--- src/sfe_pkg.sv ---
package sfe_pkg;

  localparam logic [7:0]  SlipEnd    = 8'hC0;
  localparam logic [7:0]  SlipEsc    = 8'hDB;
  localparam logic [7:0]  SlipEscEnd = 8'hDC;
  localparam logic [7:0]  SlipEscEsc = 8'hDD;
  localparam logic [15:0] CrcPoly    = 16'hA001;
  localparam logic [15:0] CrcSeed    = 16'hFFFF;

  localparam int unsigned QDepth = 2;
  localparam int unsigned QPtrW  = (QDepth > 1) ? $clog2(QDepth) : 1;
  localparam int unsigned QCntW  = $clog2(QDepth + 1);

  // Wire byte positions of one item, in emission order.
  typedef enum logic [2:0] {
    SLOT_OPEN,
    SLOT_DATA,
    SLOT_DATA_ESC,
    SLOT_CRCL,
    SLOT_CRCL_ESC,
    SLOT_CRCH,
    SLOT_CRCH_ESC,
    SLOT_CLOSE
  } slot_e;

  localparam int unsigned NumSlots = 8;

  typedef struct packed {
    logic [NumSlots-1:0] mask;
    logic [7:0]          data;
    logic [15:0]         crc;
  } cmd_t;

  function automatic logic [15:0] crc_fold(logic [15:0] crc, logic [7:0] b);
    logic [15:0] c;
    c = crc ^ {8'h00, b};
    for (int k = 0; k < 8; k++) begin
      c = c[0] ? ((c >> 1) ^ CrcPoly) : (c >> 1);
    end
    return c;
  endfunction

  function automatic logic needs_esc(logic [7:0] b);
    return (b == SlipEnd) || (b == SlipEsc);
  endfunction

  function automatic logic [7:0] esc_first(logic [7:0] b);
    return needs_esc(b) ? SlipEsc : b;
  endfunction

  function automatic logic [7:0] esc_second(logic [7:0] b);
    return (b == SlipEnd) ? SlipEscEnd : SlipEscEsc;
  endfunction

  function automatic logic [7:0] slot_byte(slot_e slot, cmd_t cmd);
    logic [7:0] r;
    case (slot)
      SLOT_OPEN:     r = SlipEnd;
      SLOT_DATA:     r = esc_first(cmd.data);
      SLOT_DATA_ESC: r = esc_second(cmd.data);
      SLOT_CRCL:     r = esc_first(cmd.crc[7:0]);
      SLOT_CRCL_ESC: r = esc_second(cmd.crc[7:0]);
      SLOT_CRCH:     r = esc_first(cmd.crc[15:8]);
      SLOT_CRCH_ESC: r = esc_second(cmd.crc[15:8]);
      SLOT_CLOSE:    r = SlipEnd;
      default:       r = SlipEnd;
    endcase
    return r;
  endfunction

endpackage

--- src/sfe_front.sv ---
module sfe_front (
  input  logic              clk_i,
  input  logic              rst_ni,
  input  logic              accept_i,
  input  logic [7:0]        payload_byte_i,
  input  logic              end_of_payload_i,
  input  logic              empty_frame_i,
  output sfe_pkg::cmd_t     cmd_o
);

  logic        in_frame_q, in_frame_d;
  logic [15:0] crc_q, crc_d;
  logic [15:0] crc_new;
  logic        has_byte, closing;

  always_comb begin
    has_byte = !empty_frame_i;
    closing  = empty_frame_i || end_of_payload_i;
    crc_new  = has_byte ? sfe_pkg::crc_fold(crc_q, payload_byte_i) : crc_q;

    cmd_o.data = payload_byte_i;
    cmd_o.crc  = crc_new;
    cmd_o.mask = '0;
    cmd_o.mask[sfe_pkg::SLOT_OPEN]     = !in_frame_q;
    cmd_o.mask[sfe_pkg::SLOT_DATA]     = has_byte;
    cmd_o.mask[sfe_pkg::SLOT_DATA_ESC] = has_byte && sfe_pkg::needs_esc(payload_byte_i);
    cmd_o.mask[sfe_pkg::SLOT_CRCL]     = closing;
    cmd_o.mask[sfe_pkg::SLOT_CRCL_ESC] = closing && sfe_pkg::needs_esc(crc_new[7:0]);
    cmd_o.mask[sfe_pkg::SLOT_CRCH]     = closing;
    cmd_o.mask[sfe_pkg::SLOT_CRCH_ESC] = closing && sfe_pkg::needs_esc(crc_new[15:8]);
    cmd_o.mask[sfe_pkg::SLOT_CLOSE]    = closing;

    in_frame_d = in_frame_q;
    crc_d      = crc_q;
    if (accept_i) begin
      // close returns the CRC to its seed for the next frame
      in_frame_d = !closing;
      crc_d      = closing ? sfe_pkg::CrcSeed : crc_new;
    end
  end

  always_ff @(posedge clk_i or negedge rst_ni) begin
    if (!rst_ni) begin
      in_frame_q <= 1'b0;
      crc_q      <= sfe_pkg::CrcSeed;
    end else begin
      in_frame_q <= in_frame_d;
      crc_q      <= crc_d;
    end
  end

endmodule

--- src/sfe_queue.sv ---
module sfe_queue (
  input  logic          clk_i,
  input  logic          rst_ni,
  input  logic          push_i,
  input  sfe_pkg::cmd_t cmd_i,
  output logic          full_o,
  input  logic          pop_i,
  output sfe_pkg::cmd_t cmd_o,
  output logic          empty_o
);

  sfe_pkg::cmd_t                  mem_q [sfe_pkg::QDepth];
  logic [sfe_pkg::QPtrW-1:0]      wr_ptr_q, wr_ptr_d, rd_ptr_q, rd_ptr_d;
  logic [sfe_pkg::QCntW-1:0]      cnt_q, cnt_d;
  logic                           do_push, do_pop;

  assign full_o  = (cnt_q == sfe_pkg::QCntW'(sfe_pkg::QDepth));
  assign empty_o = (cnt_q == '0);
  assign cmd_o   = mem_q[rd_ptr_q];
  assign do_push = push_i && !full_o;
  assign do_pop  = pop_i && !empty_o;

  always_comb begin
    wr_ptr_d = wr_ptr_q;
    rd_ptr_d = rd_ptr_q;
    cnt_d    = cnt_q;
    if (do_push) begin
      wr_ptr_d = (wr_ptr_q == sfe_pkg::QPtrW'(sfe_pkg::QDepth - 1)) ? '0 : wr_ptr_q + 1'b1;
    end
    if (do_pop) begin
      rd_ptr_d = (rd_ptr_q == sfe_pkg::QPtrW'(sfe_pkg::QDepth - 1)) ? '0 : rd_ptr_q + 1'b1;
    end
    if (do_push && !do_pop) begin
      cnt_d = cnt_q + 1'b1;
    end else if (do_pop && !do_push) begin
      cnt_d = cnt_q - 1'b1;
    end
  end

  always_ff @(posedge clk_i or negedge rst_ni) begin
    if (!rst_ni) begin
      wr_ptr_q <= '0;
      rd_ptr_q <= '0;
      cnt_q    <= '0;
    end else begin
      wr_ptr_q <= wr_ptr_d;
      rd_ptr_q <= rd_ptr_d;
      cnt_q    <= cnt_d;
    end
  end

  always_ff @(posedge clk_i) begin
    if (do_push) begin
      mem_q[wr_ptr_q] <= cmd_i;
    end
  end

endmodule

--- src/sfe_back.sv ---
module sfe_back (
  input  logic          clk_i,
  input  logic          rst_ni,
  input  sfe_pkg::cmd_t q_cmd_i,
  input  logic          q_empty_i,
  output logic          q_pop_o,
  output logic [7:0]    wire_byte_o,
  output logic          last_of_run_o,
  output logic          frame_done_o,
  output logic          empty_o,
  input  logic          pop_i
);

  sfe_pkg::cmd_t                 cmd_q, cmd_d;
  logic [sfe_pkg::NumSlots-1:0]  mask_q, mask_d;
  logic [sfe_pkg::NumSlots-1:0]  sel, rem;
  sfe_pkg::slot_e                slot;
  logic                          out_valid_q, out_valid_d;
  logic [7:0]                    byte_q, byte_d;
  logic                          last_q, last_d, done_q, done_d;
  logic                          advance, emit;

  always_comb begin
    slot = sfe_pkg::SLOT_CLOSE;
    for (int i = sfe_pkg::NumSlots - 1; i >= 0; i--) begin
      if (mask_q[i]) slot = sfe_pkg::slot_e'(i);
    end
  end

  assign sel     = mask_q & (~mask_q + 1'b1);
  assign advance = !out_valid_q || pop_i;
  assign emit    = advance && (mask_q != '0);

  always_comb begin
    rem         = emit ? (mask_q & ~sel) : mask_q;
    out_valid_d = out_valid_q;
    byte_d      = byte_q;
    last_d      = last_q;
    done_d      = done_q;
    if (advance) begin
      out_valid_d = emit;
      byte_d      = sfe_pkg::slot_byte(slot, cmd_q);
      last_d      = (mask_q & ~sel) == '0;
      done_d      = (slot == sfe_pkg::SLOT_CLOSE);
    end
    // load the next item as soon as the current one has no byte left
    q_pop_o = (rem == '0) && !q_empty_i;
    mask_d  = q_pop_o ? q_cmd_i.mask : rem;
    cmd_d   = q_pop_o ? q_cmd_i : cmd_q;
  end

  always_ff @(posedge clk_i or negedge rst_ni) begin
    if (!rst_ni) begin
      mask_q      <= '0;
      out_valid_q <= 1'b0;
    end else begin
      mask_q      <= mask_d;
      out_valid_q <= out_valid_d;
    end
  end

  always_ff @(posedge clk_i) begin
    cmd_q  <= cmd_d;
    byte_q <= byte_d;
    last_q <= last_d;
    done_q <= done_d;
  end

  assign wire_byte_o   = byte_q;
  assign last_of_run_o = last_q;
  assign frame_done_o  = done_q;
  assign empty_o       = !out_valid_q;

  a_done_is_last_end: assert property (@(posedge clk_i) disable iff (!rst_ni)
    out_valid_q && done_q |-> last_q && (byte_q == sfe_pkg::SlipEnd))
    else $error("closing delimiter not last or not C0");

  a_no_dangling_esc: assert property (@(posedge clk_i) disable iff (!rst_ni)
    out_valid_q && last_q && !done_q |-> byte_q != sfe_pkg::SlipEsc)
    else $error("item ends on an escape byte");

  a_held_result_kept: assert property (@(posedge clk_i) disable iff (!rst_ni)
    out_valid_q && !pop_i |=> out_valid_q)
    else $error("waiting result dropped");

  a_no_load_over_work: assert property (@(posedge clk_i) disable iff (!rst_ni)
    q_pop_o |-> (rem == '0))
    else $error("item loaded over unfinished bytes");

endmodule

--- src/slip_frame_encoder_crc16.sv ---
// Channel  | Handshake            | Fields
// input    | push / full          | payload_byte_i, end_of_payload_i, empty_frame_i
// result   | pop / empty          | wire_byte_o, last_of_run_o, frame_done_o
//
// An item enters when accepted; the front updates the CRC and queues one command.
// The back emits one wire byte per cycle unless a held result stalls it; an item
// gives 1 to 8 wire bytes, with no gap between items while the queue holds more.
// Reset clears the open-frame flag, seeds the CRC with 0xFFFF and empties the queue.
// full rises when the two-entry command queue is full; a held result (pop low)
// stalls the back while the front keeps taking items until the queue fills.
module slip_frame_encoder_crc16 (
  input  logic       clk_i,
  input  logic       rst_ni,
  input  logic       push,
  output logic       full,
  input  logic [7:0] payload_byte_i,
  input  logic       end_of_payload_i,
  input  logic       empty_frame_i,
  output logic       empty,
  input  logic       pop,
  output logic [7:0] wire_byte_o,
  output logic       last_of_run_o,
  output logic       frame_done_o
);

  sfe_pkg::cmd_t front_cmd, q_cmd;
  logic          accept, q_empty, q_pop;

  assign accept = push && !full;

  sfe_front u_front (
    .clk_i            (clk_i),
    .rst_ni           (rst_ni),
    .accept_i         (accept),
    .payload_byte_i   (payload_byte_i),
    .end_of_payload_i (end_of_payload_i),
    .empty_frame_i    (empty_frame_i),
    .cmd_o            (front_cmd)
  );

  sfe_queue u_queue (
    .clk_i   (clk_i),
    .rst_ni  (rst_ni),
    .push_i  (push),
    .cmd_i   (front_cmd),
    .full_o  (full),
    .pop_i   (q_pop),
    .cmd_o   (q_cmd),
    .empty_o (q_empty)
  );

  sfe_back u_back (
    .clk_i         (clk_i),
    .rst_ni        (rst_ni),
    .q_cmd_i       (q_cmd),
    .q_empty_i     (q_empty),
    .q_pop_o       (q_pop),
    .wire_byte_o   (wire_byte_o),
    .last_of_run_o (last_of_run_o),
    .frame_done_o  (frame_done_o),
    .empty_o       (empty),
    .pop_i         (pop)
  );

endmodule
--- config.mk ---
export PLATFORM = sky130hd
export DESIGN_NAME = slip_frame_encoder_crc16
export DESIGN_NICKNAME = d
export VERILOG_FILES = /design/src/sfe_pkg.sv /design/src/sfe_front.sv /design/src/sfe_queue.sv /design/src/sfe_back.sv /design/src/slip_frame_encoder_crc16.sv
export SDC_FILE = /design/constraint.sdc
export NUM_CORES = 1
export LEC_CHECK = 0
export ABC_AREA = 0
export BUFFER_PORTS_ARGS = -buffer_cell sky130_fd_sc_hd__buf_2
export CAP_MARGIN = 15
export CORE_MARGIN = 3
export CORE_UTILIZATION = 57
export CTS_CLUSTER_SIZE = 16
export DETAILED_ROUTE_END_ITERATION = 8
export GPL_TIMING_DRIVEN = 0
export PLACE_DENSITY = 0.77
export SYNTH_ARGS = -nofsm -noshare
export SYNTH_HDL_FRONTEND = slang
export SYNTH_HIERARCHICAL = 1
export SYNTH_SLANG_ARGS = --single-unit
--- constraint.sdc ---
create_clock -name clk_i -period 7.8 [get_ports clk_i]
set_input_delay 0.39 -clock clk_i [delete_from_list [all_inputs] [get_ports clk_i]]
set_output_delay 0.39 -clock clk_i [all_outputs]
set_load 0.1 [all_outputs]
==> metrics.sh <==
RATIO_OF_CELLS_WITH_DRIVE_ABOVE_1_IN_THE_FINAL_LAYOUT_PCT=31.7
SETUP-VIOLATIONS-FINAL=0
CLK-INSERTION-DELAY-LATE_NS=0.52
GRT_PASS1_VIAS=3527
ENDPOINT_KIND='flop'
MOST-COMMON-LAYOUT-CELLS='98 x sky130_fd_sc_hd__edfxtp_1, 29 x sky130_fd_sc_hd__mux2_4, 28 x sky130_fd_sc_hd__buf_2'
CRIT_REQUIRED_NS=8.24
POSTSYNTH.ASYNCRESETSHARE_PCT=23.4
CLOCK_SINKS=128
DETAIL_ROUTE.DRC_VIOLATIONS=0
DIE_AREA_SQ_MM=0.0117
TOTALPOWERFINAL_W=0.00311
FINISH.CELL_COUNT_WITHOUT_FILLERS=603
SYNTHESIS.AREA_PER_INSTANCE_SQ_UM=14.5
HOLD_VIOL_FINAL=0
CP.BUFFERS_INVERTERS=1
ROWS=36
SYN_AREA_SQ_MM=0.00594
CRIT_TOP_CELL='sky130_fd_sc_hd__xor2_1'
DRT-TOTAL-WL_UM=11800
TIGHTESTPINTRANSITION_NS=0.981
ROUTED-VIA-COUNT=3519
SYN-NUM-NETS=425
POSTSYNTH.TOPFLOPCELL='sky130_fd_sc_hd__edfxtp_1'
CRIT_CHAIN='or4_1 -> buf_2 -> or3_4 -> o211a_1 -> nor3b_4 -> o21ai_1 -> ha_1 -> xor2_1 -> nor2_1 -> xor2_1'
PLACE.GP.CONGESTION=0.932
GRT_PASS1_WL_UM=18800
GRT_SETUP_UNREPAIRED='false'
SETUP-TNS-FINAL_NS=0
DETAILEDROUTE.FIRSTPASSITERATIONCOUNT=5
NETLIST_INSTANCES=410
CRITICAL_PATH.STARTPOINT_TYPE='flop'
SYNTH_CELL_TYPES=63
DIE_HEIGHT_UM=108
FINAL_CORE_UTIL_PCT=69.1
POWER.LEAKAGE_nW=2.60
PATH_CLK_SLEW_NS=0.06
GRT_MAX_DEGREE=33
CTS_MAX_LEVEL=4
POST_DRT_WL_PER_CELL_UM=19.6
CTSLONGESTPATHBUFFERS=2
DP.CELLS=569
CLOCK_ROOT_BUFFER='sky130_fd_sc_hd__clkbuf_8'
HOLDCRITPATHCLASS='in2reg'
AREA_DELTA_SYNTH_FINAL_PCT=15.8
TIMING.CRITICAL_PATH.MAX_DELAY_FAMILY='simple AND/OR/NAND/NOR gates'
ANTENNA-DIODE-COUNT=0
FILLCELLCOUNT=645
MAX_STAGE_DELAY_NS=0.52
FINAL_MAX_SLEW_VIOL_COUNT=0
CLOCK_SKEW_NS=0.00779
LAYOUT.CELLS.MOST_COMMON='sky130_fd_sc_hd__edfxtp_1'
CRITICALPATHCATEGORY='reg2reg'
GLOBAL_ROUTE_CONGESTION_OVERFLOW_TOTAL=0
OUTCOME='finished clean'
VIA_PER_INST=5.84
TRITONCTS='yes'
SYNTH_ENABLE_FLOP_CELLS=98
SYNTH-WARNING-COUNT=6
FIRST_ITER_VIOLATIONS=239
FINAL_ANTENNA_NET_COUNT=0
MAX_IR_DROP_VDD_uV=252
CHIPWIDTH_UM=108
NUMPORTBUFFERS=25
YOSYS_REGISTER_BITS=128
BOUNDARYPINS=26
NUMBER_OF_BUFFERS_CREATED_BY_CTS=17
MAX_CAP_VIOLATIONS=0
RELSLEWSLACK_PCT=34.4
INITIAL_CORE_UTIL_PCT=59.7
WORST-ENDPOINT-ARRIVAL_NS=3.61
HPWL_UM=8040
FINAL_NETS=472
FINAL_MIN_PERIOD_OVER_CLOCK_PERIOD_PCT=40.7
SEQUENTIAL_FRACTION_OF_THE_SYNTHESIS_AREA_PCT=62.5
ACHIEVABLE-FREQUENCY_MHz=315
TOTAL_ROUTING_USAGE_GR_PCT=21.7
ANTENNA_FOUND_INITIAL=0
CORE_SQ_MM=0.00995
SETUP_SLACK_OF_THE_MOST_CRITICAL_REG_TO_REG_PATH_NS=4.63
POWER.DENSITY_mW_PER_MM2=453
CRITICAL_PATH.SLOWEST_CELL='sky130_fd_sc_hd__or4_1'
CRITPATHMAXFANOUT=6
FIN_CRIT_PERIOD_NS=3.17
worst paths after layout:
kind,end,cells after the start,startpoint
setup / recovery,u_queue/cnt_q[1],10,u_back/mask_q[0]
hold / removal,u_queue/mem_q[0][21],2,payload_byte_i[5]
setup reg to reg,u_queue/cnt_q[1],10,u_back/mask_q[0]
hold reg to reg,u_front/crc_q[12],2,u_front/crc_q[12]
max in group asynchronous,u_front/in_frame_q,2,rst_ni
min in group asynchronous,u_back/out_valid_q,2,rst_ni
flip-flops by register name, indices dropped and copies added (netlist names), 2 cells and up:
register	flops
u_back/mask_q	8
u_back/wire_byte_o	8
u_queue/cnt_q	2
u_queue/mem_q	64
u_back/cmd_q	24
u_front/crc_q	16
Yosys cell counts, drive strengths merged, types with 3 or more instances:
| cell | n | area [sq um] |
|---|---|---|
| nand2b | 4 | 25.0 |
| a21o | 6 | 45.0 |
| dfstp | 16 | 420 |
| nand2 | 21 | 78.8 |
| a22oi | 3 | 22.5 |
| or4 | 4 | 30.0 |
| dfrtp | 14 | 350 |
| nor2b | 5 | 38.8 |
| o22a | 13 | 115 |
| edfxtp | 98 | 2940 |
| clkbuf | 9 | 33.8 |
| nor3 | 6 | 30.0 |
| nor2 | 27 | 101 |
| nor4 | 5 | 31.3 |
| maj3 | 4 | 40.0 |
| a21oi | 16 | 80.1 |
| a31oi | 4 | 25.0 |
| xor2 | 4 | 50.1 |
| mux2 | 38 | 537 |
| and2 | 3 | 18.8 |
| nor4b | 3 | 32.5 |
| inv | 13 | 48.8 |
| buf | 19 | 176 |
| mux2i | 3 | 33.8 |
| nand4 | 3 | 18.8 |
| xnor2 | 18 | 184 |
| or3 | 3 | 23.8 |
| o21ai | 20 | 104 |
power breakdown:
group	internal, W	switching, W	total (W)
Combinational	0.000462	0.000735	0.00120
Sequential	0.00103	0.000106	0.00114
Clock	0.000464	0.000310	0.000774
metal layers:
layer | GRT usage [%] | share of wire (%) | vias up
li1 | - | - | 1624
met1 | 27.2 | 42 | 1751
met3 | 4.78 | 3.8 | 27
met4 | 9.83 | 2.5 | 0
met2 | 36.3 | 52 | 117
met5 | 0 | 0 | -
worst register-to-register path: cells and delay by family, from the launching register on:
kind                     cells  cell delay, ns
AO/OA/AOI/OAI                2            0.48
XOR/XNOR                     2            0.28
adder cells (fa/ha/maj)      1            0.25
buffers and inverters        1            0.17
flip-flops                   1            0.43
AND/OR/NAND/NOR              4            1.49
logic make-up (layout without fill, tap and decap cells):
kind of cell / count (synthesis) / in the layout / synth area share, %
compound gates: 74 / 74 / 8.41
simple gates: 95 / 95 / 8.68
flops: 128 / 128 / 62.5
xor+xnor: 26 / 26 / 5.52
fa+ha+maj: 5 / 5 / 0.885
mux: 41 / 41 / 9.61
buf+inv: 41 / 101 / 4.36
metrics by stage:
stage	hold slack, ns	area [sq um]	setup slack, ns
after global placement	0.457	6230	3.49
after detailed placement	0.471	6270	4.66
final	0.203	6870	4.63
after CTS	0.184	6870	4.62
after floorplan	0.0944	5940	4.01
after global routing	0.184	6870	4.49
final cells by class:
type	instances	area, sq um	share of cell area, %
clock inverters	15	173	2.51
well taps	133	166	2.42
clock buffers	17	414	6.02
plain buffers	28	210	3.06
flip-flops and latches	128	3710	54.0
inverters	13	48.8	0.710
repair buffers	28	168	2.44
multi-input cells	241	1980	28.8
repair_timing:
action,4_1_cts,5_1_grt
resized for setup,0,0
endpoints found under the hold margin,14,0
setup buffers,0,0
setup endpoints to repair,0,0
hold buffers,1,0
Note: power is estimated with default switching activity, not from simulation.
